`src/rtl/core/ppu_pkg.sv`:
```
// ppu_pkg: shared types, widths and constants of the phase pll pi update unit
// no dependencies; used by every module of the block by scoped name
`timescale 1ns / 1ps
`default_nettype none

package ppu_pkg;

  // field widths
  localparam int ERR_W    = 16;
  localparam int CONF_W   = 16;
  localparam int DT_W     = 20;
  localparam int IG_W     = 24;
  localparam int KP_W     = 16;
  localparam int MAXF_W   = 31;
  localparam int MAXP_W   = 15;
  localparam int PHASE_W  = 16;
  localparam int FREQ_W   = 32;
  localparam int CFG_W    = 31;
  localparam int CFG_IDX_W = 2;

  // packed stream widths, padded to whole bytes
  localparam int IN_TDATA_W  = 56;
  localparam int OUT_TDATA_W = 56;

  // shared multiplier operand and product widths
  localparam int MUL_A_W = 25;
  localparam int MUL_B_W = 21;
  localparam int MUL_P_W = MUL_A_W + MUL_B_W;

  // intermediate widths
  localparam int IE_W    = 40;   // ki gain * error
  localparam int HALF_W  = 20;   // split point of the ie product
  localparam int LO_W    = 40;   // low half times time step
  localparam int HI_W    = 41;   // high half times time step
  localparam int SUM_W   = 61;   // full ig * e * dt
  localparam int FSHIFT  = 36;
  localparam int DELTA_W = SUM_W - FSHIFT;
  localparam int KPE_W   = 33;   // kp gain * error
  localparam int PSHIFT  = 12;
  localparam int PSTEP_W = KPE_W - PSHIFT;

  // register indexes
  localparam logic [CFG_IDX_W-1:0] REG_KI_GAIN        = 2'd0;
  localparam logic [CFG_IDX_W-1:0] REG_KP_GAIN        = 2'd1;
  localparam logic [CFG_IDX_W-1:0] REG_MAX_FREQ_CORR  = 2'd2;
  localparam logic [CFG_IDX_W-1:0] REG_MAX_PHASE_STEP = 2'd3;

  // register reset values
  localparam logic [IG_W-1:0]   IG_RESET   = 24'd65536;
  localparam logic [KP_W-1:0]   KP_RESET   = 16'd4096;
  localparam logic [MAXF_W-1:0] MAXF_RESET = 31'd655360;
  localparam logic [MAXP_W-1:0] MAXP_RESET = 15'd32767;

  // measurement quality thresholds
  localparam logic [CONF_W-1:0]       CONF_REJECT = 16'd29492;  // 0.45
  localparam logic [CONF_W-1:0]       CONF_GOOD   = 16'd45875;  // 0.7
  localparam logic signed [ERR_W-1:0] ERR_GOOD    = 16'sd1669;  // 0.16 rad

  // lock and reject counters
  localparam logic [3:0] LOCK_COUNT = 4'd8;
  localparam logic [2:0] BAD_MAX    = 3'd4;

  // sequencer states
  typedef enum logic [2:0] {
    ST_IDLE,
    ST_IE,
    ST_LO,
    ST_HI,
    ST_KP,
    ST_FIN,
    ST_WRITE
  } state_t;

  // shared multiplier operand select
  typedef enum logic [1:0] {
    MUL_IE,
    MUL_LO,
    MUL_HI,
    MUL_KP
  } mul_sel_t;

  // sequencer to datapath control
  typedef struct packed {
    logic     accept;
    mul_sel_t sel;
    logic     cap_ie;
    logic     cap_lo;
    logic     cap_hi;
    logic     fin;
    logic     write;
  } ctrl_t;

endpackage

`default_nettype wire

```
`src/rtl/core/ppu_mult.sv`:
```
// ppu_mult: shared signed multiplier with a registered product
// depends on ppu_pkg for operand widths
`timescale 1ns / 1ps
`default_nettype none

module ppu_mult (
  input  wire logic                               clk,
  input  wire logic signed [ppu_pkg::MUL_A_W-1:0] a,
  input  wire logic signed [ppu_pkg::MUL_B_W-1:0] b,
  output logic signed [ppu_pkg::MUL_P_W-1:0]      p
);

  // one product per cycle, result registered for the next cycle
  always_ff @(posedge clk) begin
    p <= a * b;
  end

endmodule

`default_nettype wire

```
`src/rtl/core/ppu_ctrl.sv`:
```
// ppu_ctrl: sequencer that walks one measurement through the shared multiplier
// depends on ppu_pkg for state_t, mul_sel_t and ctrl_t
`timescale 1ns / 1ps
`default_nettype none

module ppu_ctrl (
  input  wire logic           clk,
  input  wire logic           rst,
  input  wire logic           in_valid,
  input  wire logic           reject,
  input  wire logic           out_free,
  output logic                in_ready,
  output ppu_pkg::ctrl_t      ctrl
);

  ppu_pkg::state_t state;
  ppu_pkg::state_t state_next;

  // state register
  always_ff @(posedge clk) begin
    if (rst) begin
      state <= ppu_pkg::ST_IDLE;
    end else begin
      state <= state_next;
    end
  end

  // next state
  always_comb begin
    state_next = state;
    case (state)
      ppu_pkg::ST_IDLE: begin
        if (in_valid) begin
          state_next = reject ? ppu_pkg::ST_WRITE : ppu_pkg::ST_IE;
        end
      end
      ppu_pkg::ST_IE:  state_next = ppu_pkg::ST_LO;
      ppu_pkg::ST_LO:  state_next = ppu_pkg::ST_HI;
      ppu_pkg::ST_HI:  state_next = ppu_pkg::ST_KP;
      ppu_pkg::ST_KP:  state_next = ppu_pkg::ST_FIN;
      ppu_pkg::ST_FIN: state_next = ppu_pkg::ST_WRITE;
      ppu_pkg::ST_WRITE: begin
        if (out_free) begin
          state_next = ppu_pkg::ST_IDLE;
        end
      end
      default: state_next = ppu_pkg::ST_IDLE;
    endcase
  end

  // control outputs
  always_comb begin
    in_ready    = 1'b0;
    ctrl.accept = 1'b0;
    ctrl.sel    = ppu_pkg::MUL_IE;
    ctrl.cap_ie = 1'b0;
    ctrl.cap_lo = 1'b0;
    ctrl.cap_hi = 1'b0;
    ctrl.fin    = 1'b0;
    ctrl.write  = 1'b0;
    case (state)
      ppu_pkg::ST_IDLE: begin
        in_ready    = 1'b1;
        ctrl.accept = in_valid;
      end
      ppu_pkg::ST_IE: ctrl.sel = ppu_pkg::MUL_IE;
      ppu_pkg::ST_LO: begin
        ctrl.sel    = ppu_pkg::MUL_LO;
        ctrl.cap_ie = 1'b1;
      end
      ppu_pkg::ST_HI: begin
        ctrl.sel    = ppu_pkg::MUL_HI;
        ctrl.cap_lo = 1'b1;
      end
      ppu_pkg::ST_KP: begin
        ctrl.sel    = ppu_pkg::MUL_KP;
        ctrl.cap_hi = 1'b1;
      end
      ppu_pkg::ST_FIN:   ctrl.fin   = 1'b1;
      ppu_pkg::ST_WRITE: ctrl.write = out_free;
      default: ;
    endcase
  end

endmodule

`default_nettype wire

```
`src/rtl/core/phase_pll_pi_update_unit.sv`:
```
// phase_pll_pi_update_unit: pi loop filter with lock detect for a digital pll
// depends on ppu_pkg, ppu_ctrl and ppu_mult
//
// channel   dir  handshake                      contents
// s_axis    in   s_axis_tvalid / s_axis_tready  phase_error, confidence, time_step
// m_axis    out  m_axis_tvalid / m_axis_tready  phase_correction, frequency_correction, locked
// cfg       in   cfg_we                         cfg_index, cfg_data
//
// a beat that is not rejected passes through the ie, lo, hi, kp, fin and write steps to
// the output register, and the next beat is accepted only back in idle; the four products
// share one 25x21 multiplier, one per cycle; a rejected measurement skips the multiplier
// and goes from idle straight to the write step; the output register holds a result
// while the next beat is accepted; a stalled output holds the sequencer in its write step
// rst is synchronous: accumulators and counters clear, registers take defaults
`timescale 1ns / 1ps
`default_nettype none

module phase_pll_pi_update_unit (
  input  wire logic                               clk,
  input  wire logic                               rst,
  // phase_error [15:0], confidence [31:16], time_step [51:32], zero [55:52]
  input  wire logic [ppu_pkg::IN_TDATA_W-1:0]     s_axis_tdata,
  input  wire logic                               s_axis_tvalid,
  output logic                                    s_axis_tready,
  // phase_correction [15:0], frequency_correction [47:16], locked [48], zero [55:49]
  output logic [ppu_pkg::OUT_TDATA_W-1:0]         m_axis_tdata,
  output logic                                    m_axis_tvalid,
  input  wire logic                               m_axis_tready,
  input  wire logic                               cfg_we,
  input  wire logic [ppu_pkg::CFG_IDX_W-1:0]      cfg_index,
  input  wire logic [ppu_pkg::CFG_W-1:0]          cfg_data
);

  // configuration registers
  logic [ppu_pkg::IG_W-1:0]   ki_gain;
  logic [ppu_pkg::KP_W-1:0]   kp_gain;
  logic [ppu_pkg::MAXF_W-1:0] max_frequency_correction;
  logic [ppu_pkg::MAXP_W-1:0] max_phase_step;

  // loop state
  logic [ppu_pkg::PHASE_W-1:0]        phase_accum;
  logic signed [ppu_pkg::FREQ_W-1:0]  freq_accum;
  logic [3:0]                         good_count;
  logic [2:0]                         bad_count;

  // captured beat
  logic signed [ppu_pkg::ERR_W-1:0] err;
  logic [ppu_pkg::DT_W-1:0]         dt;
  logic                             rej;
  logic                             good;

  // intermediate products and terms
  logic signed [ppu_pkg::IE_W-1:0]    p_ie;
  logic [ppu_pkg::LO_W-1:0]           p_lo;
  logic signed [ppu_pkg::HI_W-1:0]    p_hi;
  logic signed [ppu_pkg::DELTA_W-1:0] delta;
  logic signed [ppu_pkg::PHASE_W-1:0] step;

  // output register
  logic [ppu_pkg::PHASE_W-1:0] out_phase;
  logic [ppu_pkg::FREQ_W-1:0]  out_freq;
  logic                        out_locked;
  logic                        out_valid;

  // input field views
  logic signed [ppu_pkg::ERR_W-1:0] in_err;
  logic [ppu_pkg::CONF_W-1:0]       in_conf;
  logic [ppu_pkg::DT_W-1:0]         in_dt;
  logic                             in_reject;
  logic                             in_good;

  ppu_pkg::ctrl_t ctrl;
  logic           out_free;

  logic signed [ppu_pkg::MUL_A_W-1:0] mul_a;
  logic signed [ppu_pkg::MUL_B_W-1:0] mul_b;
  logic signed [ppu_pkg::MUL_P_W-1:0] mul_p;

  assign in_err  = s_axis_tdata[15:0];
  assign in_conf = s_axis_tdata[31:16];
  assign in_dt   = s_axis_tdata[51:32];

  // measurement quality at the input
  assign in_reject = (in_dt == '0) || (in_conf < ppu_pkg::CONF_REJECT);
  assign in_good   = (in_err > -ppu_pkg::ERR_GOOD) && (in_err < ppu_pkg::ERR_GOOD) &&
                     (in_conf > ppu_pkg::CONF_GOOD);

  assign out_free = !out_valid || m_axis_tready;

  ppu_ctrl u_ctrl (
    .clk      (clk),
    .rst      (rst),
    .in_valid (s_axis_tvalid),
    .reject   (in_reject),
    .out_free (out_free),
    .in_ready (s_axis_tready),
    .ctrl     (ctrl)
  );

  // operand select for the shared multiplier
  always_comb begin
    case (ctrl.sel)
      ppu_pkg::MUL_IE: begin
        mul_a = {1'b0, ki_gain};
        mul_b = {{(ppu_pkg::MUL_B_W-ppu_pkg::ERR_W){err[ppu_pkg::ERR_W-1]}}, err};
      end
      ppu_pkg::MUL_LO: begin
        mul_a = {{(ppu_pkg::MUL_A_W-ppu_pkg::HALF_W){1'b0}}, mul_p[ppu_pkg::HALF_W-1:0]};
        mul_b = {1'b0, dt};
      end
      ppu_pkg::MUL_HI: begin
        mul_a = {{(ppu_pkg::MUL_A_W-ppu_pkg::HALF_W){p_ie[ppu_pkg::IE_W-1]}},
                 p_ie[ppu_pkg::IE_W-1:ppu_pkg::HALF_W]};
        mul_b = {1'b0, dt};
      end
      ppu_pkg::MUL_KP: begin
        mul_a = {{(ppu_pkg::MUL_A_W-ppu_pkg::KP_W){1'b0}}, kp_gain};
        mul_b = {{(ppu_pkg::MUL_B_W-ppu_pkg::ERR_W){err[ppu_pkg::ERR_W-1]}}, err};
      end
      default: begin
        mul_a = '0;
        mul_b = '0;
      end
    endcase
  end

  ppu_mult u_mult (
    .clk (clk),
    .a   (mul_a),
    .b   (mul_b),
    .p   (mul_p)
  );

  // configuration writes
  always_ff @(posedge clk) begin
    if (rst) begin
      ki_gain                  <= ppu_pkg::IG_RESET;
      kp_gain                  <= ppu_pkg::KP_RESET;
      max_frequency_correction <= ppu_pkg::MAXF_RESET;
      max_phase_step           <= ppu_pkg::MAXP_RESET;
    end else if (cfg_we) begin
      case (cfg_index)
        ppu_pkg::REG_KI_GAIN:        ki_gain        <= cfg_data[ppu_pkg::IG_W-1:0];
        ppu_pkg::REG_KP_GAIN:        kp_gain        <= cfg_data[ppu_pkg::KP_W-1:0];
        ppu_pkg::REG_MAX_FREQ_CORR:  max_frequency_correction <= cfg_data;
        ppu_pkg::REG_MAX_PHASE_STEP: max_phase_step <= cfg_data[ppu_pkg::MAXP_W-1:0];
        default: ;
      endcase
    end
  end

  // capture the beat and the partial products
  always_ff @(posedge clk) begin
    if (ctrl.accept) begin
      err  <= in_err;
      dt   <= in_dt;
      rej  <= in_reject;
      good <= in_good;
    end
    if (ctrl.cap_ie) p_ie <= mul_p[ppu_pkg::IE_W-1:0];
    if (ctrl.cap_lo) p_lo <= mul_p[ppu_pkg::LO_W-1:0];
    if (ctrl.cap_hi) p_hi <= mul_p[ppu_pkg::HI_W-1:0];
  end

  // full integral product and proportional step
  logic signed [ppu_pkg::SUM_W-1:0]   sum_full;
  logic signed [ppu_pkg::PSTEP_W-1:0] step_raw;
  logic signed [ppu_pkg::PSTEP_W-1:0] step_lim;

  assign sum_full = $signed({p_hi, {ppu_pkg::HALF_W{1'b0}}}) +
                    $signed({{(ppu_pkg::SUM_W-ppu_pkg::LO_W){1'b0}}, p_lo});
  assign step_raw = mul_p[ppu_pkg::KPE_W-1:ppu_pkg::PSHIFT];
  assign step_lim = $signed({{(ppu_pkg::PSTEP_W-ppu_pkg::MAXP_W){1'b0}}, max_phase_step});

  always_ff @(posedge clk) begin
    if (ctrl.fin) begin
      delta <= sum_full[ppu_pkg::SUM_W-1:ppu_pkg::FSHIFT];
      if (step_raw > step_lim) begin
        step <= step_lim[ppu_pkg::PHASE_W-1:0];
      end else if (step_raw < -step_lim) begin
        step <= ppu_pkg::PHASE_W'(-step_lim);
      end else begin
        step <= step_raw[ppu_pkg::PHASE_W-1:0];
      end
    end
  end

  // saturating frequency update and lock counting
  logic signed [ppu_pkg::FREQ_W:0] freq_sum;
  logic signed [ppu_pkg::FREQ_W:0] freq_lim;
  logic signed [ppu_pkg::FREQ_W-1:0] freq_next;
  logic [ppu_pkg::PHASE_W-1:0]       phase_next;
  logic [3:0]                        good_next;
  logic [2:0]                        bad_next;

  assign freq_sum = $signed({freq_accum[ppu_pkg::FREQ_W-1], freq_accum}) +
                    $signed({{(ppu_pkg::FREQ_W+1-ppu_pkg::DELTA_W){delta[ppu_pkg::DELTA_W-1]}},
                             delta});
  assign freq_lim = $signed({2'b00, max_frequency_correction});

  always_comb begin
    freq_next  = freq_accum;
    phase_next = phase_accum;
    good_next  = good_count;
    bad_next   = bad_count;
    if (rej) begin
      good_next = '0;
      if (bad_count < ppu_pkg::BAD_MAX) bad_next = bad_count + 3'd1;
    end else begin
      if (freq_sum > freq_lim) begin
        freq_next = freq_lim[ppu_pkg::FREQ_W-1:0];
      end else if (freq_sum < -freq_lim) begin
        freq_next = ppu_pkg::FREQ_W'(-freq_lim);
      end else begin
        freq_next = freq_sum[ppu_pkg::FREQ_W-1:0];
      end
      phase_next = phase_accum + step;
      if (good) begin
        bad_next = '0;
        if (good_count < ppu_pkg::LOCK_COUNT) good_next = good_count + 4'd1;
      end else begin
        good_next = '0;
      end
    end
  end

  // loop state
  always_ff @(posedge clk) begin
    if (rst) begin
      phase_accum <= '0;
      freq_accum  <= '0;
      good_count  <= '0;
      bad_count   <= '0;
    end else if (ctrl.write) begin
      phase_accum <= phase_next;
      freq_accum  <= freq_next;
      good_count  <= good_next;
      bad_count   <= bad_next;
    end
  end

  // output register
  always_ff @(posedge clk) begin
    if (rst) begin
      out_valid <= 1'b0;
    end else if (ctrl.write) begin
      out_valid <= 1'b1;
    end else if (m_axis_tready) begin
      out_valid <= 1'b0;
    end
  end

  always_ff @(posedge clk) begin
    if (ctrl.write) begin
      out_phase  <= phase_next;
      out_freq   <= freq_next;
      out_locked <= !rej && (good_next >= ppu_pkg::LOCK_COUNT);
    end
  end

  assign m_axis_tvalid = out_valid;
  assign m_axis_tdata  = {7'd0, out_locked, out_freq, out_phase};

endmodule

`default_nettype wire

```
`config.mk`:
```
export PLATFORM = sky130hd
export DESIGN_NAME = phase_pll_pi_update_unit
export DESIGN_NICKNAME = d
export VERILOG_FILES = /design/src/rtl/core/ppu_pkg.sv /design/src/rtl/core/ppu_mult.sv /design/src/rtl/core/ppu_ctrl.sv /design/src/rtl/core/phase_pll_pi_update_unit.sv
export SDC_FILE = /design/constraint.sdc
export NUM_CORES = 2
export LEC_CHECK = 0
export BUFFER_PORTS_ARGS = -buffer_cell sky130_fd_sc_hd__buf_2
export CAP_MARGIN = 20
export CORE_MARGIN = 4
export CORE_UTILIZATION = 52
export DETAILED_ROUTE_END_ITERATION = 12
export PLACE_DENSITY = 0.69
export REMOVE_ABC_BUFFERS = 1
export SYNTH_ARGS = -nofsm -noshare
export SYNTH_HDL_FRONTEND = slang
export SYNTH_SLANG_ARGS = --single-unit
export TNS_END_PERCENT = 100
```
`constraint.sdc`:
```
create_clock -name clk -period 13.2 [get_ports clk]
set_input_delay 3.96 -clock clk [delete_from_list [all_inputs] [get_ports clk]]
set_output_delay 3.96 -clock clk [all_outputs]
set_load 0.01 [all_outputs]
```
Word level (Yosys, flattened, before mapping)
Index checks and enable logic that the tools add are counted.
{"block": "classes", "addsub": 6, "multipliers": 1, "magnitude_cmp": 10, "n_eq_ne": 14, "n_mux": 25, "n_reduce_logical": 19}
{"cell": "$pmux 25 s4", "n": 1}
{"cell": "$mux 32", "n": 3}
{"cell": "$add 61x41->61", "n": 1}
{"cell": "$pmux 21 s2", "n": 1}
{"cell": "$mul 25x21->41", "n": 1}
{"cell": "$add 32x25->33", "n": 1}
{"cell": "$gt 33x32->1", "n": 1}
{"cell": "$lt 33x33->1", "n": 1}
{"cell": "$neg 31->33", "n": 1}
{"cell": "$mux 16", "n": 2}
{"cell": "$gt 21x16->1", "n": 1}
{"cell": "$lt 21x21->1", "n": 1}
{"cell": "$neg 15->21", "n": 1}
{"cell": "$pmux 3 s7", "n": 1}
{"cell": "$logic_not 20->1", "n": 1}
{"cell": "$add 16x16->16", "n": 1}
{"cell": "$gt 16x12->1 const B", "n": 1}
{"cell": "$gt 16x16->1 const B", "n": 1}
{"cell": "$lt 16x12->1 const B", "n": 1}
{"cell": "$lt 16x15->1 const B", "n": 1}
{"cell": "$mux 15", "n": 1}
{"cell": "$mux 4", "n": 3}
{"cell": "$reduce_and 2->1", "n": 5}
{"cell": "$eq 3x3->1 const B", "n": 3}
{"cell": "other kinds (19)", "n": 40}
{"block": "totals", "register_bits": 432, "in_bits": 94, "output_inout_bits": 58, "wordCells": 98}

Longest topological paths before layout
{"block": "logic_depth", "depth_word": 6, "mapped_depth": 38}

By module
From an unflattened synthesis, not the netlist that was laid out.
{"block": "hier_totals", "cells_unflattened": 4312, "hier_area_um2": 40314.9}
{"mod": "phase_pll_pi_update_unit", "instances": 1, "cells_per_inst": 2086, "area_per_inst_um2": 20041.7}
{"mod": "ppu_mult", "instances": 1, "cells_per_inst": 2196, "area_per_inst_um2": 20017.9}
{"mod": "ppu_ctrl", "instances": 1, "cells_per_inst": 30, "area_per_inst_um2": 255.2}

Worst setup path after synthesis
Ideal clock, no wire load.
{"block": "synth_path", "kind": "register to register", "startpoint": "register u_ctrl.state[1]", "endpoint": "register u_mult.p[39] (netlist name)", "setup_time_ps": 72, "t_arrival_ps": 10217, "required_time_ps": 13128, "setup_slack_ps": 2911, "stages_incl_launch_ff": 31, "period_less_slack_ps": 10289, "cell_sequence": "dfxtp_1 -> clkbuf_1 -> nor3b_1 -> or2_2 -> ha_1 -> clkbuf_1 -> clkbuf_1 -> mux2_2 -> clkbuf_1 -> nand2_1 -> fa_1 -> fa_1 -> fa_1 -> fa_1 -> inv_1 -> fa_1 -> fa_1 -> inv_1 -> fa_1 -> inv_1 -> ha_1 -> a21o_1 -> a21o_1 -> a2111oi_0 -> a21boi_1 -> nor2_1 -> a221o_1 -> a311o_1 -> a211o_1 -> a21oi_1 -> xnor2_1"}
{"block": "synth_between", "elab_chain_len": 6, "elab_cells_between_ends": 13, "classes_between": "mul: 1; eq/ne: 6; mux: 3; reduce/logical: 3"}
{"item": "start, declared", "line": "ppu_ctrl.sv:16", "source": "ppu_pkg::state_t state;"}
{"item": "start signal, assigned", "line": "ppu_ctrl.sv:22", "source": "state <= ppu_pkg::ST_IDLE;"}
{"item": "start signal, assigned", "line": "ppu_ctrl.sv:24", "source": "state <= state_next;"}
{"item": "$eq 3x3->1 or $eq 3x2->1 (tied branches)", "line": "ppu_ctrl.sv:61", "source": "case (state)"}
{"item": "$pmux 2 s3 (*)", "line": "ppu_ctrl.sv:61"}
{"item": "$eq 2x2->1, or another cell as far along", "line": "phase_pll_pi_update_unit.sv:102", "source": "case (ctrl.sel)"}
{"item": "$reduce_or 2->1 (no line)"}
{"item": "$pmux 21 s2", "line": "phase_pll_pi_update_unit.sv:102"}
{"item": "$mul 25x21->41 (*)", "line": "ppu_mult.sv:15", "source": "p <= a * b;"}
{"item": "end signal, assigned", "line": "ppu_mult.sv:15"}
{"item": "end, declared", "line": "ppu_mult.sv:10", "source": "output logic signed [ppu_pkg::MUL_P_W-1:0] p"}
Every way passes the cells marked *; elsewhere a longest branch is shown, timed or not.
A chain may end at the register's enable or synchronous reset.

Worst setup path after layout
Same ends and word-level chain as after synthesis.

==> results by group <==
Status
  • Status: finished clean

Place
  • Hpwl dp: 82100 um
  • GP Congestion: 0.945
  • PortBufs: 138
  • Placed cells: 5169

Timing
  • Endpoints failing hold: 0
  • Fmax achieved: 93.5 MHz
  • Worst-margin pin slew: 1.06 ns
  • RSZ-0062 raised after global routing: no
  • Rel. slew slack: 28.2%
  • Tcrit/Tclk final: 81.0%
  • Final setup fails: 0
  • Min Tclk post-route: 10.70 ns
  • Max-slew violations: 0
  • Setup TNS: 0 ns
  • Clock Skews: 0.0329 ns

Logic synthesis
  • Async set-reset flop share out of synthesis: 0%
  • Post-synth top flop: edfxtp_1
  • Cell Area, Synth: 38600 um^2
  • Post-synth EDFFs: 209
  • Yosys warnings: 0
  • Post-synthesis cell type count: 92
  • Sequential-to-total area share from yosys stat: 25.7%
  • Syn_area_per_cell: 9.24 um^2
  • Yosys reg bits: 392
  • Synth Instances: 4180

Route
  • DRC Markers: 0
  • DR vias: 29700
  • DR pass1 iterations: 5
  • Routed Wire Length: 106000 um
  • Drt wl/cell: 20.2 um
  • DR vias/cell: 5.65
  • Initial drt markers: 2382
  • Final antenna-violating net count: 0

Cells and area
  • Area Growth Syn to Fin: 7.98%
  • Layout cells sized above 1: 8.06%
  • Diodes inserted: 0
  • Fin cells: 5251
  • Number of fill cells in the layout: 6540
  • Nets@finish: 5124

Critical path
  • CP required: 13.73 ns
  • Crit Path Max Fanout: 43
  • Crit. End Element: flip-flop
  • CP peak stage delay: 0.95 ns
  • CP dominant cell by count: fa_1
  • CP max stage cell: a21oi_1
  • Number of buffers and inverters on the critical path: 4
  • Critical path type: reg -> reg
  • Top delay family on crit path: adder cells
  • Worst Path Arrival: 11.22 ns
  • Worst Setup Start Kind: flip-flop

Clock tree
  • CTS Root Cell: clkbuf_16
  • Num Clock Sinks: 392
  • Clock transition at path regs: 0.06 ns
  • CTS buffer count: 43
  • Post-CTS setup buffer count: 0
  • CTS tree: done
  • H-tree level count: 2
  • Hold buffers post-CTS: 0
  • Clock buffer depth: 3
  • Clk Latency, worst-skew pair: 0.60 ns
  • Resize count post-CTS: 0

Global route
  • Grt met1 use: 35.4%
  • Tot GR Track Use: 27.3%
  • Antenna violations before repair: 2
  • Met3 usage: 6.00%
  • Vias in the first global route: 30100
  • Gr busiest metal: met2
  • Total grt overflow: 0
  • GRT met2 Usage: 44.8%
  • Largest net degree at the start of global routing: 82
  • First-pass GRT wire length: 167000 um

Job
  • Max_cap viols: 0

Power
  • VDD IR-drop max: 0.288 mV
  • PD cells: 223 nW/um^2
  • Lkg Pwr: 19.3 nW

Floorplan
  • Die ar.: 78700 um^2
  • Ports: 152
  • Initial core utilization: 52.7%
  • # rows: 99
  • Core Box Area: 73300 um^2
  • Die Y: 281 um
  • Die W: 281 um

Min path
  • Hold Path Class: reg -> reg
-- layer usage --
metal  vias to the layer above  routed length [um]
met5                         -                   0
met3                       269                9270
met1                     14500               42800
met4                         0                4920
li1                      13800                   -
met2                      1165               49000
-- where the power goes --
| group | switching [mW] | internal [mW] |
|---|---|---|
| Combinational | 3.84 | 2.53 |
| Sequential | 0.191 | 1.54 |
| Clock | 0.507 | 0.692 |
| Total | 4.53 | 4.76 |
-- cells in the mapped netlist (18+ instances only) --
cell type / count / share of area (%)
xor2_1: 40 / 0.91
dfxtp_1: 183 / 9.5
mux2i_1: 63 / 1.6
edfxtp_1: 209 / 16
nand3b_1: 26 / 0.51
a22oi_1: 24 / 0.47
nand2b_1: 18 / 0.29
mux2_2: 38 / 1.1
a31oi_1: 19 / 0.31
nand3_1: 58 / 0.75
nor3_1: 51 / 0.66
a211o_1: 20 / 0.45
nor2b_1: 25 / 0.41
xnor2_1: 113 / 2.6
nand4_1: 27 / 0.44
a21oi_1: 185 / 2.4
o21ai_0: 114 / 1.5
nand2_1: 638 / 6.2
ha_1: 284 / 9.2
fa_1: 489 / 25
inv_1: 657 / 6.4
and2_1: 20 / 0.32
nor4_1: 21 / 0.34
nor2_1: 368 / 3.6
clkbuf_1: 133 / 1.3
o21a_1: 25 / 0.49
a21o_1: 67 / 1.3
-- through the flow --
step	utilization (%)	worst slack [ns]	instance area, um^2	total power [mW]	hold WS, ns
2_1_floorplan	-	2.68	37900	6.22	0.386
3_3_place_gp	54.9	2.69	40200	7.91	0.412
3_5_place_dp	54.9	2.61	40200	8.03	0.407
4_1_cts	56.8	2.64	41700	9.28	0.426
5_1_grt	56.9	2.04	41700	10.3	0.437
6_report	56.9	2.50	41700	9.30	0.423
-- final timing paths --
kind	startpoint	slack, ns	depth (start not counted)	to
worst max-delay path	u_ctrl.state[1]	2.50	27	u_mult.p[39]
worst min register to register	u_mult.p[40]	0.42	0	p_hi[40]
worst min-delay path	u_mult.p[40]	0.42	0	p_hi[40]
worst max register to register	u_ctrl.state[1]	2.50	27	u_mult.p[39]
-- sequential cells by signal, indices dropped and copies added, names as in the netlist --
signal                    flops
u_mult.p                     41
rej                           1
good                          1
step                         16
p_hi                         41
kp_gain                      16
p_ie                         20
delta                        25
out_locked                    1
ki_gain                      24
u_ctrl.state                  3
freq_accum                   32
p_lo                         20
phase_accum                  16
good_count                    4
max_phase_step               15
out_freq                     32
m_axis_tvalid                 1
out_phase                    16
dt                           20
err                          16
max_frequency_correction     31
-- placed cells by master, fill, tap and decap left out, drive strengths merged, types with 38 or more instances in the layout --
master,count
a21oi,185
inv,662
clkbuf,64
nor3,54
xnor2,113
xor2,40
buf,189
mux2i,63
nor2,369
a21o,67
nand2,639
edfxtp,209
ha,284
dfxtp,183
nand3,61
o21ai,129
fa,489
mux2,38
-- cell families after synthesis --
| family | share of synthesized area [%] |
|---|---|
| buffers and inverters | 8.33 |
| AO/OA/AOI/OAI | 10.0 |
| other | 0.00971 |
| XOR/XNOR | 3.47 |
| adder cells (fa/ha/maj) | 34.6 |
| multiplexers | 2.74 |
| flip-flops | 25.7 |
| AND/OR/NAND/NOR | 15.1 |
-- area by class of cell --
class                      instances  area [um^2]  area share, %
multi-input combinational       2970        25600           61.3
tap                              959         1200           2.88
clock inverter                    16          184          0.441
sequential                       392         9940           23.8
timing repair buffer             189         1100           2.63
inverter                         661         2480           5.95
clock buffer                      64         1230           2.95
Note: power is estimated with default switching activity, not from simulation.
